**config.mk**
```make
export PLATFORM = sky130hd
export DESIGN_NAME = pnps_front
export DESIGN_NICKNAME = d
export VERILOG_FILES = /design/src/rtl/pnps_pkg.sv /design/src/rtl/pnps_front.sv
export SDC_FILE = /design/constraint.sdc
export NUM_CORES = 1
export LEC_CHECK = 0
export BUFFER_PORTS_ARGS = -buffer_cell sky130_fd_sc_hd__buf_2
export CAP_MARGIN = 40
export CORE_MARGIN = 2
export CORE_UTILIZATION = 50
export DETAILED_ROUTE_END_ITERATION = 10
export PLACE_DENSITY = 0.75
export SYNTH_ARGS = -nofsm -noshare
export SYNTH_HDL_FRONTEND = slang
export SYNTH_SLANG_ARGS = --single-unit
```
**constraint.sdc**
```tcl
create_clock -name clk -period 11.17 [get_ports clk]
set_clock_uncertainty 0.15 [all_clocks]
set_input_delay 1.6755 -clock clk [delete_from_list [all_inputs] [get_ports clk]]
set_output_delay 1.6755 -clock clk [all_outputs]
set_load 0.03 [all_outputs]
```
**src/rtl/pnps_pkg.sv**
```systemverilog
// Shared constants, types and command/result formats of the packed nibble pixel store.
`default_nettype none
package pnps_pkg;

	// Surface geometry
	localparam int MAX_WIDTH   = 128;
	localparam int MAX_HEIGHT  = 64;
	localparam int MAX_READ    = 64;
	localparam int ROW_BYTES   = (MAX_WIDTH + 1) / 2;
	localparam int STORE_DEPTH = ROW_BYTES * MAX_HEIGHT;
	localparam int ADDR_W      = (STORE_DEPTH > 1) ? $clog2(STORE_DEPTH) : 1;
	localparam int BCOL_W      = (ROW_BYTES > 1) ? $clog2(ROW_BYTES) : 1;
	localparam int ROW_W       = (MAX_HEIGHT > 1) ? $clog2(MAX_HEIGHT) : 1;
	localparam int CNT_W       = $clog2(MAX_READ + 1);
	localparam int COL_W       = 11;

	// Register field widths
	localparam int WIDTH_W = 8;
	localparam int HEIGHT_W = 7;
	localparam int CODE_W  = 8;

	// Queues
	localparam int QDEPTH    = 2;
	localparam int QPTR_W    = 1;
	localparam int QCNT_W    = 2;
	localparam int OUT_DEPTH = 4;
	localparam int OPTR_W    = 2;
	localparam int OCNT_W    = 3;

	// Nibble codes
	localparam logic [3:0] NIB_CLEAR = 4'hF;
	localparam logic [3:0] NIB_TOP   = 4'd14;

	typedef enum logic [2:0] {
		OP_SET       = 3'd0,
		OP_GET       = 3'd1,
		OP_FILL_SPAN = 3'd2,
		OP_READ_SPAN = 3'd3,
		OP_TEST_SPAN = 3'd4,
		OP_CLEAR     = 3'd5,
		OP_FILL_ALL  = 3'd6
	} op_t;

	typedef enum logic [1:0] {
		REG_SURFACE_WIDTH  = 2'd0,
		REG_SURFACE_HEIGHT = 2'd1,
		REG_TRANSP_CODE    = 2'd2
	} cfg_reg_t;

	typedef enum logic [1:0] {
		KIND_FILL = 2'd0,
		KIND_READ = 2'd1,
		KIND_TEST = 2'd2
	} cmd_kind_t;

	typedef logic signed [COL_W-1:0] col_t;
	typedef logic [ROW_W-1:0]        row_t;
	typedef logic [CNT_W-1:0]        cnt_t;

	// Effective geometry and transparent code; the user must hold them stable while busy, the block does not enforce it
	typedef struct packed {
		logic [WIDTH_W-1:0]  eff_w;
		logic [HEIGHT_W-1:0] eff_h;
		logic [CODE_W-1:0]   tcode;
	} geom_t;

	// Classified command passed from front to back
	typedef struct packed {
		cmd_kind_t  kind;
		logic       empty;
		logic       row_ok;
		col_t       lo;
		col_t       hi;
		row_t       row_lo;
		row_t       row_hi;
		cnt_t       count;
		logic [3:0] nib;
		logic       clamp;
	} cmd_t;

	typedef struct packed {
		logic [7:0] pixel_out;
		logic       all_clear;
		logic       clamp_seen;
		logic       last_result;
	} result_t;

endpackage
`default_nettype wire

```
**src/rtl/pnps_front.sv**
```systemverilog
// Front end: accepts commands, encodes the colour, clips spans and queues work for the back end.
`default_nettype none
module pnps_front (
	input  wire logic           clk,
	input  wire logic           arst_n,
	input  wire logic           s_tvalid,
	output logic                s_tready,
	input  wire logic [39:0]    s_tdata,
	input  wire logic [2:0]     s_tuser,
	input  wire pnps_pkg::geom_t geom,
	input  wire logic           init_done,
	output logic                cmd_valid,
	input  wire logic           cmd_ready,
	output pnps_pkg::cmd_t      cmd
);

	logic signed [8:0] pos_x;
	logic signed [7:0] pos_y;
	logic [7:0]        span_length;
	logic [7:0]        pixel_value;

	pnps_pkg::cmd_t    cls;
	logic              keep;
	pnps_pkg::col_t    xs, ys, len_s, ew_s, eh_s, end_s, lo_c, hi_c;
	logic              row_ok, in_surf, span_ok, all_empty;
	logic [3:0]        nib_e;
	logic              clamp_e;

	pnps_pkg::cmd_t    q_mem_q [pnps_pkg::QDEPTH];
	logic [pnps_pkg::QPTR_W-1:0] q_wr_q, q_rd_q;
	logic [pnps_pkg::QCNT_W-1:0] q_cnt_q;
	logic              accept, push, pop;

	// Unpack the transaction fields
	assign pos_x       = s_tdata[8:0];
	assign pos_y       = s_tdata[16:9];
	assign span_length = s_tdata[24:17];
	assign pixel_value = s_tdata[32:25];

	// Encode the colour into a nibble
	always_comb begin
		if (pixel_value == geom.tcode) begin
			nib_e   = pnps_pkg::NIB_CLEAR;
			clamp_e = 1'b0;
		end else if (pixel_value <= {4'd0, pnps_pkg::NIB_TOP}) begin
			nib_e   = pixel_value[3:0];
			clamp_e = 1'b0;
		end else begin
			nib_e   = pnps_pkg::NIB_TOP;
			clamp_e = 1'b1;
		end
	end

	// Work out geometry checks and clipped column ranges
	always_comb begin
		xs        = pnps_pkg::COL_W'(pos_x);
		ys        = pnps_pkg::COL_W'(pos_y);
		len_s     = pnps_pkg::COL_W'(span_length);
		ew_s      = pnps_pkg::COL_W'(geom.eff_w);
		eh_s      = pnps_pkg::COL_W'(geom.eff_h);
		end_s     = xs + len_s;
		row_ok    = (ys >= pnps_pkg::col_t'(0)) && (ys < eh_s);
		in_surf   = row_ok && (xs >= pnps_pkg::col_t'(0)) && (xs < ew_s);
		lo_c      = (xs < pnps_pkg::col_t'(0)) ? pnps_pkg::col_t'(0) : xs;
		hi_c      = (end_s > ew_s) ? ew_s : end_s;
		span_ok   = row_ok && (hi_c > lo_c);
		all_empty = (geom.eff_w == '0) || (geom.eff_h == '0);
	end

	// Classify the command
	always_comb begin
		cls        = '0;
		cls.kind   = pnps_pkg::KIND_FILL;
		cls.empty  = 1'b1;
		cls.row_ok = row_ok;
		cls.row_lo = ys[pnps_pkg::ROW_W-1:0];
		cls.row_hi = ys[pnps_pkg::ROW_W-1:0];
		cls.nib    = nib_e;
		keep       = 1'b1;
		case (pnps_pkg::op_t'(s_tuser))
			pnps_pkg::OP_SET: begin
				cls.empty = !in_surf;
				cls.lo    = xs;
				cls.hi    = xs + pnps_pkg::col_t'(1);
				cls.clamp = clamp_e && in_surf;
			end
			pnps_pkg::OP_GET: begin
				cls.kind  = pnps_pkg::KIND_READ;
				cls.empty = 1'b0;
				cls.lo    = xs;
				cls.count = pnps_pkg::CNT_W'(1);
			end
			pnps_pkg::OP_FILL_SPAN: begin
				cls.empty = !span_ok;
				cls.lo    = lo_c;
				cls.hi    = hi_c;
				cls.clamp = clamp_e && span_ok;
			end
			pnps_pkg::OP_READ_SPAN: begin
				keep      = (span_length != '0);
				cls.kind  = pnps_pkg::KIND_READ;
				cls.empty = 1'b0;
				cls.lo    = xs;
				cls.count = (32'(span_length) > pnps_pkg::MAX_READ) ?
					pnps_pkg::CNT_W'(pnps_pkg::MAX_READ) : pnps_pkg::CNT_W'(span_length);
			end
			pnps_pkg::OP_TEST_SPAN: begin
				cls.kind  = pnps_pkg::KIND_TEST;
				cls.empty = !span_ok;
				cls.lo    = lo_c;
				cls.hi    = hi_c;
			end
			pnps_pkg::OP_CLEAR: begin
				cls.empty  = all_empty;
				cls.lo     = pnps_pkg::col_t'(0);
				cls.hi     = ew_s;
				cls.row_lo = '0;
				cls.row_hi = pnps_pkg::ROW_W'(geom.eff_h - pnps_pkg::HEIGHT_W'(1));
				cls.nib    = pnps_pkg::NIB_CLEAR;
			end
			pnps_pkg::OP_FILL_ALL: begin
				cls.empty  = all_empty;
				cls.lo     = pnps_pkg::col_t'(0);
				cls.hi     = ew_s;
				cls.row_lo = '0;
				cls.row_hi = pnps_pkg::ROW_W'(geom.eff_h - pnps_pkg::HEIGHT_W'(1));
				cls.clamp  = clamp_e && !all_empty;
			end
			default: begin
				keep = 1'b0;
			end
		endcase
	end

	// Handshake and queue control
	assign s_tready  = init_done && (q_cnt_q != pnps_pkg::QCNT_W'(pnps_pkg::QDEPTH));
	assign accept    = s_tvalid && s_tready;
	assign push      = accept && keep;
	assign cmd_valid = (q_cnt_q != '0);
	assign pop       = cmd_valid && cmd_ready;
	assign cmd       = q_mem_q[q_rd_q];

	// Hold queued commands
	always_ff @(posedge clk) begin
		if (push) begin
			q_mem_q[q_wr_q] <= cls;
		end
	end

	// Advance queue pointers
	always_ff @(posedge clk or negedge arst_n) begin
		if (!arst_n) begin
			q_wr_q  <= '0;
			q_rd_q  <= '0;
			q_cnt_q <= '0;
		end else begin
			if (push) begin
				q_wr_q <= (32'(q_wr_q) == pnps_pkg::QDEPTH - 1) ? '0 :
					q_wr_q + pnps_pkg::QPTR_W'(1);
			end
			if (pop) begin
				q_rd_q <= (32'(q_rd_q) == pnps_pkg::QDEPTH - 1) ? '0 :
					q_rd_q + pnps_pkg::QPTR_W'(1);
			end
			if (push && !pop) begin
				q_cnt_q <= q_cnt_q + pnps_pkg::QCNT_W'(1);
			end else if (pop && !push) begin
				q_cnt_q <= q_cnt_q - pnps_pkg::QCNT_W'(1);
			end
		end
	end

endmodule
`default_nettype wire

```
Word level (Yosys, flattened, before mapping)
Memory sizes are Yosys's and may differ from the RTL's.
Cells that the tools add are included.
Widths: inputs -> output; s select.

operators by class
  add/sub/neg operators = 7
  magnitude comparators = 9
  eq/ne operators = 8
  multiplexer cells = 22
  reduce and logical (&&, ||, !) cells = 30

operator list
  kind                  count
  $pmux 11 s3           1
  $mux 11               2
  $pmux 11 s2           1
  $pmux 7 s2            1
  $logic_and 1x1->1     13
  $mux 12               1
  $mux 4                3
  $gt 11x11->1          1
  $add 9x2->10 const B  1
  $add 9x9->10          1
  $gt 10x9->1           1
  $eq 3x3->1 const B    3
  $ge 9x1->1 const B    1
  $lt 9x1->1 const B    1
  $lt 9x9->1            1
  $eq 8x8->1            1
  $ge 8x1->1 const B    1
  $gt 8x7->1 const B    1
  $le 8x4->1 const B    1
  $logic_not 8->1       1
  $lt 8x8->1            1
  $reduce_bool 8->1     1
  $logic_not 7->1       1
  $mux 7                1
  other kinds (20)      35

storage, ports and cells
  flip-flop bits (word level) = 4
  bits in writable memories = 100
  input port bits = 71
  memories kept = 1

memories
  name     words  width  rd ports  clocked after memory_dff  wr ports  line              source
  q_mem_q  2      50     1         0                         1         pnps_front.sv:29  pnps_pkg::cmd_t q_mem_q [pnps_pkg::QDEPTH];

Depth between registers and ports, before layout
Gate-level depths: netlist (run 1).

  word-level depth = 8
  mapped depth = 22

Least setup slack after synthesis (run 1)
Ideal clock, no wire load.

  kind = input to register
  start point = in s_tdata[1]
  end point = mem q_mem_q[0][0] (netlist name) (data pin)
  setup time = 263 ps
  arrival time = 5863 ps
  setup slack = 4894 ps
  cell stages on the path = 22
  buffers on the path = 1
  cells stage by stage = ha_1 > a21o_1 > a21oi_1 > nor2b_1 > o21a_1 > o32ai_1 > xnor2_1 > ha_1 > a211o_1 > a21oi_2 > a31oi_1 > o32a_1 > buf_6 > mux2_2 > ha_1 > a21o_1 > a21oi_1 > nor2b_1 > o41ai_1 > nor3_1 > a32oi_1 > a21oi_1

RTL lines
  item         line              source
  from (decl)  pnps_front.sv:8   input wire logic [39:0] s_tdata,
  to (decl)    pnps_front.sv:29

==> results of run 1 <==
==> where the power goes <==
part / internal [mW] / leakage [nW] / switching [mW]
Clock: 0.175 / 0.136 / 0.128
Combinational: 0.200 / 1.71 / 0.322
Sequential: 0.459 / 0.904 / 0.0268
==> synthesized netlist by cell type, types with 3 or more instances <==
master | n | area (um2)
and3_1 | 7 | 43.79
or3_1 | 5 | 31.28
dfrtp_1 | 4 | 100.1
xor2_1 | 17 | 148.9
nand4_1 | 7 | 43.79
nor2_1 | 23 | 86.33
ha_1 | 41 | 513.0
o21ai_0 | 10 | 50.05
edfxtp_1 | 94 | 2823
o21bai_1 | 6 | 45.04
nand2_1 | 25 | 93.84
clkbuf_1 | 7 | 26.28
mux2_2 | 53 | 596.8
inv_1 | 25 | 93.84
nor4_1 | 8 | 50.05
nand3_1 | 9 | 45.04
a221o_1 | 7 | 70.07
buf_4 | 5 | 37.54
a211oi_1 | 3 | 22.52
a21o_1 | 8 | 60.06
buf_6 | 5 | 56.30
nor3_1 | 7 | 35.03
o21a_1 | 4 | 30.03
xnor2_1 | 13 | 113.9
nand2b_1 | 13 | 81.33
a21oi_1 | 19 | 95.09
nor2b_1 | 8 | 50.05
and2_1 | 11 | 68.82
a21boi_0 | 3 | 22.52
==> per-stage QoR <==
step	hold WS, ns	utilization (%)	total power [mW]	std cells
global route	0.3652	59.61	1.373	736
global placement	0.3207	56.62	0.9980	717
floorplan	0.2995	-	0.8756	476
finish	0.3476	59.61	1.311	736
detailed placement	0.3282	57.02	1.017	720
CTS	0.3362	59.61	1.322	736
==> per-layer routing <==
metal,track usage (%),vias to the layer above
met5,0,-
met4,9.712,0
met3,3.647,28
met2,37.24,152
met1,27.80,2023
li1,-,2005
==> cell families after synthesis <==
logic type               count (synthesis)  synth area share (%)
multiplexers                            55                 10.65
adder cells (fa/ha/maj)                 42                 9.205
buffers and inverters                   43                 3.781
AO/OA/AOI/OAI                           78                 9.508
flip-flops                              98                 50.48
AND/OR/NAND/NOR                        130                 11.84
XOR/XNOR                                30                 4.538
==> final timing paths <==
kind	startpoint	to	depth (start not counted)
setup / recovery	s_tdata[1]	q_mem_q[0][0]	22
hold / removal	q_cnt_q[1]	q_cnt_q[1]	1
setup reg to reg	q_cnt_q[0]	q_mem_q[0][34]	6
hold reg to reg	q_cnt_q[1]	q_cnt_q[1]	1
max in group asynchronous	arst_n	q_rd_q	1
min in group asynchronous	arst_n	q_wr_q	1
==> worst max-delay path: stages <==
cell and delay, ns:
buf_2 0.16, ha_1 0.31, a21o_1 0.18, a21oi_1 0.22, nor2b_1 0.08, o21a_1 0.17, o32ai_1 0.31, xnor2_1 0.29
ha_1 0.35, and4_1 0.19, o2bb2ai_1 0.11, a31oi_1 0.23, o32a_1 0.55, mux2_2 0.40, ha_1 0.29, a21o_1 0.18
a21oi_1 0.16, nor2b_1 0.07, o41ai_1 0.62, nor3_1 0.14, a32oi_1 0.26, a21oi_1 0.11
==> flip-flops by register name, indices dropped and copies added (netlist names) <==
signal   count
q_mem_q     94
q_cnt_q      2
q_rd_q       1
q_wr_q       1
==> layout by cell type, fill, tap and decap left out, types with 2 or more instances in the layout <==
cell type	instances
a211oi_1	3
a21boi_0	3
a21o_1	8
a21oi_1	19
a221o_1	7
a31oi_1	2
and2_1	10
and3_1	7
and4_1	2
buf_12	2
buf_2	116
clkbuf_1	2
clkbuf_16	9
clkinvlp_4	2
dfrtp_1	3
edfxtp_1	94
ha_1	41
inv_1	25
mux2_2	53
mux2i_1	2
nand2_1	25
nand2b_1	13
nand3_1	9
nand4_1	7
nor2_1	23
nor2b_1	7
nor3_1	7
nor4_1	8
o21a_1	4
o21ai_0	10
o21bai_1	6
o22ai_1	2
o32ai_1	2
or3_1	5
xnor2_1	13
xor2_1	17
==> layout make-up <==
class	instances	area [um2]	area share (%)
Sequential cell	98	2924	43.14
Timing Repair Buffer	119	628.1	9.267
Inverter	25	93.84	1.385
Clock inverter	5	62.56	0.9230
Tap cell	143	178.9	2.640
Clock buffer	11	232.7	3.434
Multi-Input combinational cell	335	2658	39.21
==> flow_summary_export.csv, run 1 <==
group,metric,value,unit
detailed_routing,routed.top_layer,"met4",
place,placed_area,6482,um2
run,cap_violations,0,
detailed_routing,wl_met2,6739,um
timing,finalHoldViolCount,0,
clock_network,cts.clk_slew.worst_paths,0.07,ns
detailed_routing,drtIter0Drc,242,
clock_network,numCtsBuffers,9,
layout,final_nets,701,
critical_path,criticalPathCategory,"in -> reg",
grt,grt_pass1_wl,21420,um
detailed_routing,detail_route.vias_per_cell,5.717,
detailed_routing,post_drt_wl_per_cell,18.42,um
detailed_routing,ant_nets,0,
timing,tns,0,ns
timing,rsz0062_at_grt,"false",
critical_path,cp.arrival,7.05,ns
detailed_routing,drc,0,
logic_synthesis,synth.ff_latch_count,98,
grt,grt_pass1_vias,4269,
power,power_density,193.4,nW/um2
logic_synthesis,synth_edf_count,94,
clock_network,hold_buffers,0,
grt,antenna_found_initial,0,
clock_network,cts.sink_count,98,
die,die_y,111.6,um
logic_synthesis,syn_area_per_cell,12.17,um2
logic_synthesis,syn-num-nets,589,
timing,maxSlewViolCount,0,
place,pre_cts_slack,3.813,ns
detailed_routing,num_vias,4208,
clock_network,htree_levels,3,
outcome,outcome,"completed",
logic_synthesis,synth_area,5791,um2
power,ir_drop,0.1092,mV
grt,overflow,0,
timing,slew_headroom,45.51,%
layout,stdcell_area,6778,um2
logic_synthesis,synthCells,476,
critical_path,regToRegSetupSlack,8.51,ns
detailed_routing,wl_met1,5616,um
clock_network,cts_resized,0,
min_path,min_path_type,"reg -> reg",
die,die_w,111.6,um
timing,clock.fmax,0.1407,GHz
timing,setup_slack,4.061,ns
clock_network,clockBufferDepth,2,
place,place_congestion,0.9462,
clock_network,cts_tree,"yes",
clock_network,cts-root-buf,"clkbuf_16",
logic_synthesis,yosysWarnings,0,
layout,drive_above_1_share,32.88,%
grt,grt_max_degree,34,
timing,worst_pin_slew,0.8088,ns
critical_path,cp.required,11.11,ns
timing,setup_viol,0,
place,dp_hpwl,10320,um
logic_synthesis,synth-seq-area-share,50.48,%
timing,fin_crit_sh,63.65,%
clock_network,clk_latency,0.34,ns
place,io_buffers,115,
timing,period_minus_slack,7.109,ns
die,start_util,50.93,%
layout,syn2layout_area_growth,17.05,%
power,leakage,2.752,nW
logic_synthesis,async_reset_ff_share,4.082,%
layout,num_antenna_cells,0,
grt,grtUsageTotal,21.93,%
critical_path,path_max_fanout,10,
detailed_routing,drtPass1Iterations,5,
die,rows,39,
detailed_routing,wl_met3,847,um
layout,fillers,928,
critical_path,critPathLaunchType,"input pin",
die,ios,123,
die,die-area,12460,um2
logic_synthesis,synth_ff_type,"edfxtp_1",
clock_network,cts_setup_buffers,0,
logic_synthesis,synthDistinctLibCells,53,
detailed_routing,wl,13560,um
critical_path,cp-end-kind,"register",
die,coreArea,11370,um2
(Power assumes the default switching activity.)
==> inputs of run 2 (changes only) <==
==> constraint.sdc (replaced) <==
create_clock -name clk -period 7.04 [get_ports clk]
set_clock_uncertainty 0.15 [all_clocks]
set_input_delay 1.056 -clock clk [delete_from_list [all_inputs] [get_ports clk]]
set_output_delay 1.056 -clock clk [all_outputs]
set_load 0.03 [all_outputs]
==> run 2 against run 1 <==
Net effect:
- final cell count up 0.14%
- cell area down 0.35%
- via count rose by 1.4%
- first-iteration DRC count is 32% higher
- critical path type unchanged
==> flow_summary_export.csv, run 2 (same netlist as run 1, synthesis figures left out) <==
group,metric,value,unit
outcome,outcome,"completed",
clock_network,cts.clk_slew.worst_paths,0.06,ns
power,internal_power,1.285,mW
grt,grt_max_degree,33,
layout,biggestRegsByFlops,"q_mem_q x94, q_cnt_q x2",
layout,drive_above_1_share,32.83,%
timing,rsz0062_at_grt,"false",
grt,grt_pass1_wl,22050,um
detailed_routing,drtPass1Iterations,5,
power,ir_drop,0.2776,mV
critical_path,cp.required,6.98,ns
timing,worst_pin_slew,0.7838,ns
grt,antenna_found_initial,0,
power,switchingPower,757.2,uW
die,rows,39,
place,placed_area,6490,um2
clock_network,cts.sink_count,98,
grt,grt_pass1_vias,4345,
detailed_routing,num_vias,4265,
timing,finalHoldViolCount,0,
place,io_buffers,115,
layout,top_register,"q_mem_q",
timing,slew_headroom,47.19,%
layout,syn2layout_area_growth,16.64,%
detailed_routing,detail_route.vias_per_cell,5.787,
grt,grtUsageTotal,22.50,%
power,clkPwrFrac,21.6,%
place,place_inst,721,
critical_path,cp.arrival,6.10,ns
clock_network,clk_latency,0.34,ns
clock_network,numCtsBuffers,9,
power,leakage,2.740,nW
clock_network,clockBufferDepth,2,
clock_network,hold_buffers,0,
place,pre_cts_slack,0.5725,ns
detailed_routing,drtIter0Drc,319,
die,coreArea,11370,um2
layout,num_antenna_cells,0,
timing,period_minus_slack,6.166,ns
die,die-area,12460,um2
clock_network,cts-root-buf,"clkbuf_16",
critical_path,cp-end-kind,"register",
layout,finalNonFillerCells,737,
power,pwr-share-comb,40.5,%
detailed_routing,drc,0,
clock_network,cts_tree,"yes",
timing,tns,0,ns
detailed_routing,post_drt_wl_per_cell,18.56,um
place,dp_hpwl,10240,um
die,die_w,111.6,um
timing,fin_crit_sh,87.58,%
min_path,min_path_type,"reg -> reg",
layout,final_nets,702,
timing,clock.fmax,0.1622,GHz
die,die_y,111.6,um
die,ios,123,
critical_path,path_max_fanout,8,
layout,layout_commonest_cell,"buf_2",
clock_network,cts_setup_buffers,0,
grt,overflow,0,
timing,maxSlewViolCount,0,
run,cap_violations,0,
power,sw_frac_of_total,37.08,%
detailed_routing,ant_nets,0,
layout,largest_reg_flops,94,
power,power_density,302.3,nW/um2
detailed_routing,wl,13680,um
layout,stdcell_area,6754,um2
power,seqPwrFrac,37.8,%
place,place_congestion,0.9285,
clock_network,htree_levels,3,
layout,fillers,960,
layout,final_cell_mix,"buf_2 (116), edfxtp_1 (94), mux2_2 (53)",
timing,setup_viol,0,
critical_path,criticalPathCategory,"in -> reg",
critical_path,critPathLaunchType,"input pin",
clock_network,cts_resized,0,
die,start_util,50.93,%
timing,setup_slack,0.8743,ns
-- run 2: cell types whose count changed in the layout (fill, tap and decap cells not counted), sizes merged --
| cell | delta |
|---|---|
| buf | +1 |
| bufinv | -1 |
| clkinv | +1 |
| clkinvlp | +1 |
| inv | -1 |
-- run 2: per-stage QoR --
| step | hold slack (ns) | util (%) | total power [mW] |
|---|---|---|---|
| after floorplan | 0.2995 | - | 1.389 |
| after global placement | 0.3253 | 56.69 | 1.588 |
| after detailed placement | 0.3368 | 57.08 | 1.615 |
| after CTS | 0.3483 | 59.40 | 2.057 |
| after global routing | 0.3499 | 59.40 | 2.138 |
| final | 0.3472 | 59.40 | 2.042 |
-- run 2: layout make-up --
class | instances | area [um2] | area share, %
clock inverter | 5 | 31.28 | 0.4631
inverter | 25 | 93.84 | 1.389
multi-input combinational | 335 | 2658 | 39.35
clock buffer | 11 | 232.7 | 3.446
sequential | 98 | 2924 | 43.29
tap | 143 | 178.9 | 2.649
timing repair buffer | 120 | 635.6 | 9.411
-- run 2: worst paths after layout --
path,start,end,slack [ns],depth (start not counted)
worst max-delay path,s_tdata[1],q_mem_q[1][0],0.87,22
worst min-delay path,q_cnt_q[1],q_cnt_q[1],0.35,1
worst max register to register,q_cnt_q[0],q_mem_q[0][9],4.31,6
worst min register to register,q_cnt_q[1],q_cnt_q[1],0.35,1
max in group asynchronous,arst_n,q_rd_q,6.24,1
min in group asynchronous,arst_n,q_cnt_q[0],0.36,1
-- run 2: worst max-delay path: stages --
cell	delay, ns
buf_2	0.15
ha_1	0.30
a21o_1	0.18
a21oi_1	0.24
nor2b_1	0.08
o21a_1	0.18
o32ai_1	0.31
xnor2_1	0.26
ha_1	0.33
a211o_1	0.31
a21oi_2	0.11
a31oi_1	0.12
o32a_1	0.41
buf_4	0.20
mux2_2	0.28
ha_1	0.29
a21oi_1	0.14
nor2b_1	0.07
o41ai_1	0.59
nor3_1	0.15
a32oi_1	0.25
a21oi_1	0.11
-- run 2: power by group through the flow --
stage	logic [mW]	registers [mW]	clock network, mW
floorplan	0.629	0.760	0
global placement	0.771	0.817	0
detailed placement	0.829	0.786	0
CTS	0.834	0.774	0.449
global route	0.886	0.782	0.471
finish	0.827	0.773	0.442
-- run 2: layer usage --
| layer | vias up | GRT usage (%) | wire length (um) | share of wire (%) |
|---|---|---|---|---|
| met3 | 19 | 4.300 | 878 | 6.4 |
| li1 | 2009 | - | - | - |
| met2 | 175 | 38.29 | 6729 | 49 |
| met5 | - | 0 | 0 | 0 |
| met1 | 2062 | 28.83 | 5822 | 43 |
| met4 | 0 | 8.230 | 245 | 1.8 |
